### config.mk
export PLATFORM = sky130hd
export DESIGN_NAME = lobm_front
export DESIGN_NICKNAME = d
export VERILOG_FILES = /design/src/design/lobm_pkg.sv /design/src/design/lobm_front.sv
export SDC_FILE = /design/constraint.sdc
export NUM_CORES = 1
export LEC_CHECK = 0
export ABC_AREA = 1
export BUFFER_PORTS_ARGS = -buffer_cell sky130_fd_sc_hd__buf_2
export CAP_MARGIN = 10
export CORE_UTILIZATION = 50
export CTS_CLUSTER_DIAMETER = 30
export CTS_CLUSTER_SIZE = 20
export DETAILED_ROUTE_END_ITERATION = 16
export MAX_ROUTING_LAYER = met4
export PLACE_DENSITY_LB_ADDON = 0.2
export SYNTH_ARGS = -nofsm -noshare
export SYNTH_HDL_FRONTEND = slang
export SYNTH_SLANG_ARGS = --single-unit
export TNS_END_PERCENT = 30
### constraint.sdc
create_clock -name clk -period 15.53 [get_ports clk]
set_input_delay 0.7765 -clock clk [delete_from_list [all_inputs] [get_ports clk]]
set_output_delay 0.7765 -clock clk [all_outputs]
set_load 0.1 [all_outputs]
### src/design/lobm_pkg.sv
// Shared types, codes and helpers for the limit order book matcher.
package lobm_pkg;

    localparam int SIDE_DEPTH_DEF = 32;
    localparam int QUEUE_DEPTH    = 2;
    localparam int FUNC_W         = 2;
    localparam int KIND_W         = 3;
    localparam int ID_W           = 32;
    localparam int PRICE_W        = 32;
    localparam int QTY_W          = 24;
    localparam int VER_W          = 16;
    localparam int LEFT_W         = QTY_W + 2;

    localparam logic [FUNC_W-1:0] FUNC_INSERT = 2'd0;
    localparam logic [FUNC_W-1:0] FUNC_CANCEL = 2'd1;
    localparam logic [FUNC_W-1:0] FUNC_UPDATE = 2'd2;
    localparam logic [FUNC_W-1:0] FUNC_UNUSED = 2'd3;

    localparam logic [KIND_W-1:0] KIND_INSERTED  = 3'd0;
    localparam logic [KIND_W-1:0] KIND_CANCELLED = 3'd1;
    localparam logic [KIND_W-1:0] KIND_UPDATED   = 3'd2;
    localparam logic [KIND_W-1:0] KIND_EXEC      = 3'd3;
    localparam logic [KIND_W-1:0] KIND_FOK_REJ   = 3'd4;
    localparam logic [KIND_W-1:0] KIND_STALE     = 3'd5;
    localparam logic [KIND_W-1:0] KIND_UNKNOWN   = 3'd6;
    localparam logic [KIND_W-1:0] KIND_FULL      = 3'd7;

    typedef struct packed {
        logic [FUNC_W-1:0]         op;
        logic [ID_W-1:0]           id;
        logic                      side;
        logic signed [PRICE_W-1:0] price;
        logic [QTY_W-1:0]          qty;
        logic                      fok;
        logic [VER_W-1:0]          rver;
    } req_t;

    typedef struct packed {
        logic valid;
        req_t req;
    } qhead_t;

    typedef struct packed {
        logic signed [PRICE_W-1:0] price;
        logic [QTY_W-1:0]          volume;
        logic [ID_W-1:0]           key;
        logic [VER_W-1:0]          version;
    } entry_t;

    typedef struct packed {
        logic [KIND_W-1:0]         kind;
        logic [ID_W-1:0]           id;
        logic                      side;
        logic signed [PRICE_W-1:0] price;
        logic [QTY_W-1:0]          remaining;
        logic [QTY_W-1:0]          filled;
        logic signed [PRICE_W-1:0] fill_price;
        logic [VER_W-1:0]          version;
    } rec_t;

    // True when a resting price is reachable by an aggressor on aside
    function automatic logic crosses(input logic aside,
                                     input logic signed [PRICE_W-1:0] aprice,
                                     input logic signed [PRICE_W-1:0] rprice);
        crosses = aside ? (rprice >= aprice) : (rprice <= aprice);
    endfunction

endpackage

### src/design/lobm_front.sv
// Request intake: classifies requests and queues them for the book engine.
module lobm_front
    import lobm_pkg::*;
(
    input  logic   clk,
    input  logic   rst_n,
    input  logic   in_valid,
    output logic   in_ready,
    input  req_t   in_req,
    output qhead_t head,
    input  logic   pop
);

    localparam int QW = $clog2(QUEUE_DEPTH);

    logic [QW:0]   cnt_reg;
    logic [QW-1:0] wp_reg;
    logic [QW-1:0] rp_reg;
    req_t          q_mem [QUEUE_DEPTH];
    logic          keep;
    logic          push;

    // Classify: unused request codes are taken and dropped
    always_comb
    begin
        unique case (in_req.op)
            FUNC_INSERT, FUNC_CANCEL, FUNC_UPDATE: keep = 1'b1;
            default:                               keep = 1'b0;
        endcase
    end

    assign in_ready   = (cnt_reg != (QW+1)'(QUEUE_DEPTH));
    assign push       = in_valid && in_ready && keep;
    assign head.valid = (cnt_reg != '0);
    assign head.req   = q_mem[rp_reg];

    // Advance pointers and fill count
    always_ff @(posedge clk or negedge rst_n)
    begin
        if (!rst_n)
        begin
            cnt_reg <= '0;
            wp_reg  <= '0;
            rp_reg  <= '0;
        end
        else
        begin
            if (push)
                wp_reg <= wp_reg + 1'b1;
            if (pop)
                rp_reg <= rp_reg + 1'b1;
            if (push && !pop)
                cnt_reg <= cnt_reg + 1'b1;
            else if (pop && !push)
                cnt_reg <= cnt_reg - 1'b1;
        end
    end

    // Hold queued payload
    always_ff @(posedge clk)
    begin
        if (push)
            q_mem[wp_reg] <= in_req;
    end

endmodule

==> flow_summary.ini, run 1 <==
[detailed_routing]
drc = 0
first_pass_iters = 4
drtIter0Drc = 216
drt_wl_total_um = 14700
vias = 4148
viasPerCell = 4.86
postRouteAntennaNets = 0
wl_per_cell_um = 17.2

[critical_path]
cp-end-kind = output port
startpoint_type = register
worstPathRequired_ns = 14.75
worstPathArrival_ns = 2.95
critical_path_peak_fanout = 71
path_class = reg -> out

[yosys]
ys_seq_area_share_pct = 81.9
synth_fa_ha_area_share_pct = 0.156
synth_area_um2 = 8040
yosysWarnings = 0
synth_top_family_by_area = multiplexers
ys_types = 14
synth-xor-area-share_pct = 0.218
avgSynthCellArea_um2 = 22.0
synth.net_count = 478
yosys_register_bits = 220
synthMuxAreaShare_pct = 15.6
synth_compound_area_share_pct = 0
yosys.area_share.simple_pct = 0.747
syn_inst = 365

[clocking]
insertion_delay_ns = 0.49
h-tree-depth = 2
cts_resized = 0
cts_tree = done
clockRootBuffer = clkbuf_16
clock-sinks = 220
clockBufferDepth = 3
cts_hold_buf = 0
clk_pin_slew_ns = 0.05
postCtsSetupBuffers = 0
numCtsBuffers = 37

[worst_hold_path]
hold_path_class = in -> async

[sta]
slew_headroom_pct = 28.2
setup_viol_count_final = 0
setup_tns_ns = 0
slew_viol_final = 0
finalHoldViolations = 0
fin_crit_sh_pct = 24.0
skew_ns = 0.00945
post-route-min-period_ns = 3.72
worstMarginPinSlew_ns = 1.07
max_freq_ghz = 0.269
setup_ws_ns = 11.81
rsz0062_at_grt = no

[floorplan]
core_um2 = 15400
start_util_pct = 52.1
dieArea_um2 = 16600
rows = 45
die_h_um = 129
io_pins = 222
die_w_um = 129

[cells_and_area]
antennaDiodeCount = 0
final.fill_count = 1094
fin_nets = 729
fin_util_pct = 68.8
drive_above_1_share_pct = 60.7
largest_register_ffs = 216
area_delta_synth_final_pct = 32.0

[placed_design]
hpwl_um = 9220
io_buffers = 221
pre_cts_slack_ns = 12.08
gp_congestion = 0.706

[global_route]
grt_usage_pct = 18.3
antenna_found_initial = 0
grt.overflow.total = 0
grt_pass1_wl_um = 21800
grt_pass1_vias = 4294
grt_max_degree = 73

[flow_run]
cap_violations = 0

[run_status]
status = completed
cells by family after synthesis:
group,after synthesis
mux,108
simple gates,14
flops,220
buf+inv,20
fa+ha+maj,1
xor+xnor,2
layout make-up:
class	count	area, µm²	area share (%)
Clock buffer	44	995	9.37
Clock inverter	22	251	2.37
Inverter	8	32.5	0.307
Multi-Input combinational cell	125	1350	12.7
Sequential cell	220	6590	62.1
Tap cell	211	264	2.49
Timing Repair Buffer	224	1130	10.6
final timing paths:
check                                             from                     end  slack [ns]  depth (start not counted)
worst max-delay path                rp_reg$_DFFE_PN0P_                head[61]       11.81                          3
worst min-delay path                             rst_n      rp_reg$_DFFE_PN0P_        0.09                          1
worst max register to register  cnt_reg[0]$_DFFE_PN0P_  q_mem[1][53]$_DFFE_PP_       12.56                          5
worst min register to register      wp_reg$_DFFE_PN0N_      wp_reg$_DFFE_PN0N_        0.49                          2
max in group asynchronous                        rst_n      rp_reg$_DFFE_PN0P_       15.31                          1
min in group clk                            in_req[47]  q_mem[1][47]$_DFFE_PP_        0.47                          1
through the flow:
stage	instances	cell area (µm²)	hold WS, ns
floorplan	365	8040	0.442
global placement	788	9370	0.453
detailed placement	788	9370	0.479
CTS	854	10600	0.0654
global route	854	10600	0.0673
finish	854	10600	0.0868
cells in the mapped netlist (all sizes together):
library cell,count,area [µm²]
xor2,1,8.76
dfrtp,4,100
nand2,9,33.8
xnor2,1,8.76
nand4,2,12.5
edfxtp,216,6490
nor2,1,3.75
inv,8,30.0
ha,1,12.5
mux2,108,1250
nand3,2,10.0
buf,12,78.8
worst max-delay path, stage by stage, from the launching register on:
cell	delay (ns)
dfrtp_4	0.78
buf_4	0.82
mux2_2	0.32
buf_2	0.42
per-layer routing:
metal / up-vias / GRT usage (%) / part of all wire (%)
met5: - / - / 0
met4: 0 / 6.51 / 1.7
met3: 17 / 7.23 / 9.4
met2: 170 / 29.0 / 49
met1: 1998 / 21.2 / 40
li1: 1963 / - / -
placed cells by master (no fill, tap or decap):
cell / n
nand2_1: 9
inv_6: 2
mux2_2: 98
dfrtp_1: 3
ha_1: 1
bufinv_16: 5
inv_1: 7
inv_4: 1
edfxtp_1: 216
nand4_1: 2
clkbuf_16: 39
clkinvlp_4: 2
nor2_4: 1
buf_4: 3
xor2_1: 1
dfrtp_4: 1
mux2_4: 10
clkinv_4: 3
clkinv_1: 6
clkbuf_1: 5
nand3_1: 2
clkinv_2: 4
buf_2: 221
xnor2_1: 1
Power of run 1 is left out: the tool's default activity adds up to more than one toggle a clock period on the data nets, which glitch-free logic cannot reach.
==> inputs of run 2 (changes only) <==
clock period = 3.5 ns   (was 15.53 ns; I/O delays follow)
==> flow_summary.ini, run 2 (synthesis results as in run 1) <==
[sta]
slew_viol_final = 0
fin_crit_sh_pct = 67.8
slew_headroom_pct = 41.2
skew_ns = 0.0133
hold_slack_ns = 0.0586
finalHoldViolations = 0
post-route-min-period_ns = 2.37
max_freq_ghz = 0.421
setup_tns_ns = 0
worstMarginPinSlew_ns = 0.883
setup_viol_count_final = 0
rsz0062_at_grt = no
setup_ws_ns = 1.13

[critical_path]
reg2reg_depth = 5
timing.rr.start = cnt_reg[0]$_DFFE_PN0P_
critical_path_peak_fanout = 36
crit_end = head[56]
cp-end-kind = output port
r2r_setup_slack_ns = 1.57
path_class = reg -> out
startpoint = rp_reg$_DFFE_PN0P_
startpoint_type = register
worstPathArrival_ns = 2.20
worstReg2RegEnd = q_mem[1][90]$_DFFE_PP_
worstPathRequired_ns = 3.32

[floorplan]
die_h_um = 129
io_pins = 222
start_util_pct = 52.1
rows = 45
core_um2 = 15400
die_w_um = 129
dieArea_um2 = 16600

[placed_design]
gp_congestion = 0.730
hpwl_um = 9510
io_buffers = 221
pre_cts_slack_ns = 1.56

[global_route]
met2_usage_pct = 36.4
grt_usage_pct = 21.1
busiest_layer = met2
use_met3_pct = 5.95
grt_pass1_vias = 5074
use_met1_pct = 22.9
grt_max_degree = 66
grt.overflow.total = 0
antenna_found_initial = 1
grt_pass1_wl_um = 25400

[cells_and_area]
layout_common_cells = buf_2 (221), edfxtp_1 (216), dlygate4sd3_1 (110), mux2_2 (98), clkbuf_16 (41)
fin_nets = 844
area_delta_synth_final_pct = 46.6
drive_above_1_share_pct = 52.4
largest_register_ffs = 216
final.fill_count = 934
final_common_cell = buf_2

[clocking]
cts_hold_buf = 110
clockRootBuffer = clkbuf_16
numCtsBuffers = 39
clk_pin_slew_ns = 0.05
cts_resized = 0
cts_tree = done
clockBufferDepth = 3
insertion_delay_ns = 0.49
clock-sinks = 220
h-tree-depth = 2
postCtsSetupBuffers = 0

[detailed_routing]
first_pass_iters = 4
wl_per_cell_um = 17.4
drc = 0
viasPerCell = 4.77
vias = 4634
drtIter0Drc = 220
postRouteAntennaNets = 0
drt_wl_total_um = 16900

[run_status]
status = completed

[worst_hold_path]
hold_path_class = in -> reg

[flow_run]
cap_violations = 0
-- run 2: worst max-delay path, cell delays in order (launching register included) --
cell and delay, ns:
dfrtp_4 0.53, buf_4 0.46, mux2_2 0.40, buf_2 0.29
-- run 2: worst min path at each step --
stage             start                      to  slack, ns  depth (start not counted)
2_1_floorplan     rst_n  cnt_reg[0]$_DFFE_PN0P_      -0.12                          0
4_1_cts           rst_n  cnt_reg[0]$_DFFE_PN0P_       0.04                          2
5_1_grt           rst_n      rp_reg$_DFFE_PN0P_       0.06                          2
6_report       in_valid      wp_reg$_DFFE_PN0N_       0.06                          3
3_3_place_gp      rst_n      wp_reg$_DFFE_PN0N_      -0.01                          1
3_5_place_dp      rst_n      wp_reg$_DFFE_PN0N_      -0.01                          1
-- run 2: per-layer routing --
layer | vias up | wire (µm)
met3 | 29 | 1180
met5 | - | 0
li1 | 2185 | -
met2 | 177 | 8710
met1 | 2243 | 6730
met4 | 0 | 315
-- run 2: layout make-up --
| type | count | area [µm²] | share of cell area (%) |
|---|---|---|---|
| Clock inverter | 24 | 235 | 2.00 |
| Multi-Input combinational cell | 125 | 1350 | 11.5 |
| Tap cell | 211 | 264 | 2.24 |
| Sequential cell | 220 | 6590 | 55.9 |
| Antenna cell | 1 | 2.50 | 0.0212 |
| Timing Repair Buffer | 337 | 2260 | 19.2 |
| Clock buffer | 46 | 1040 | 8.86 |
| Inverter | 8 | 33.8 | 0.287 |
-- run 2: through the flow --
| stage | area (µm²) | instances | util, % |
|---|---|---|---|
| 4_1_cts | 11800 | 971 | 76.4 |
| 3_5_place_dp | 9410 | 791 | 61.0 |
| 6_report | 11800 | 972 | 76.4 |
| 5_1_grt | 11800 | 972 | 76.4 |
| 2_1_floorplan | 8050 | 365 | - |
| 3_3_place_gp | 9410 | 791 | 61.0 |
Power of run 2 is left out for the same reason.
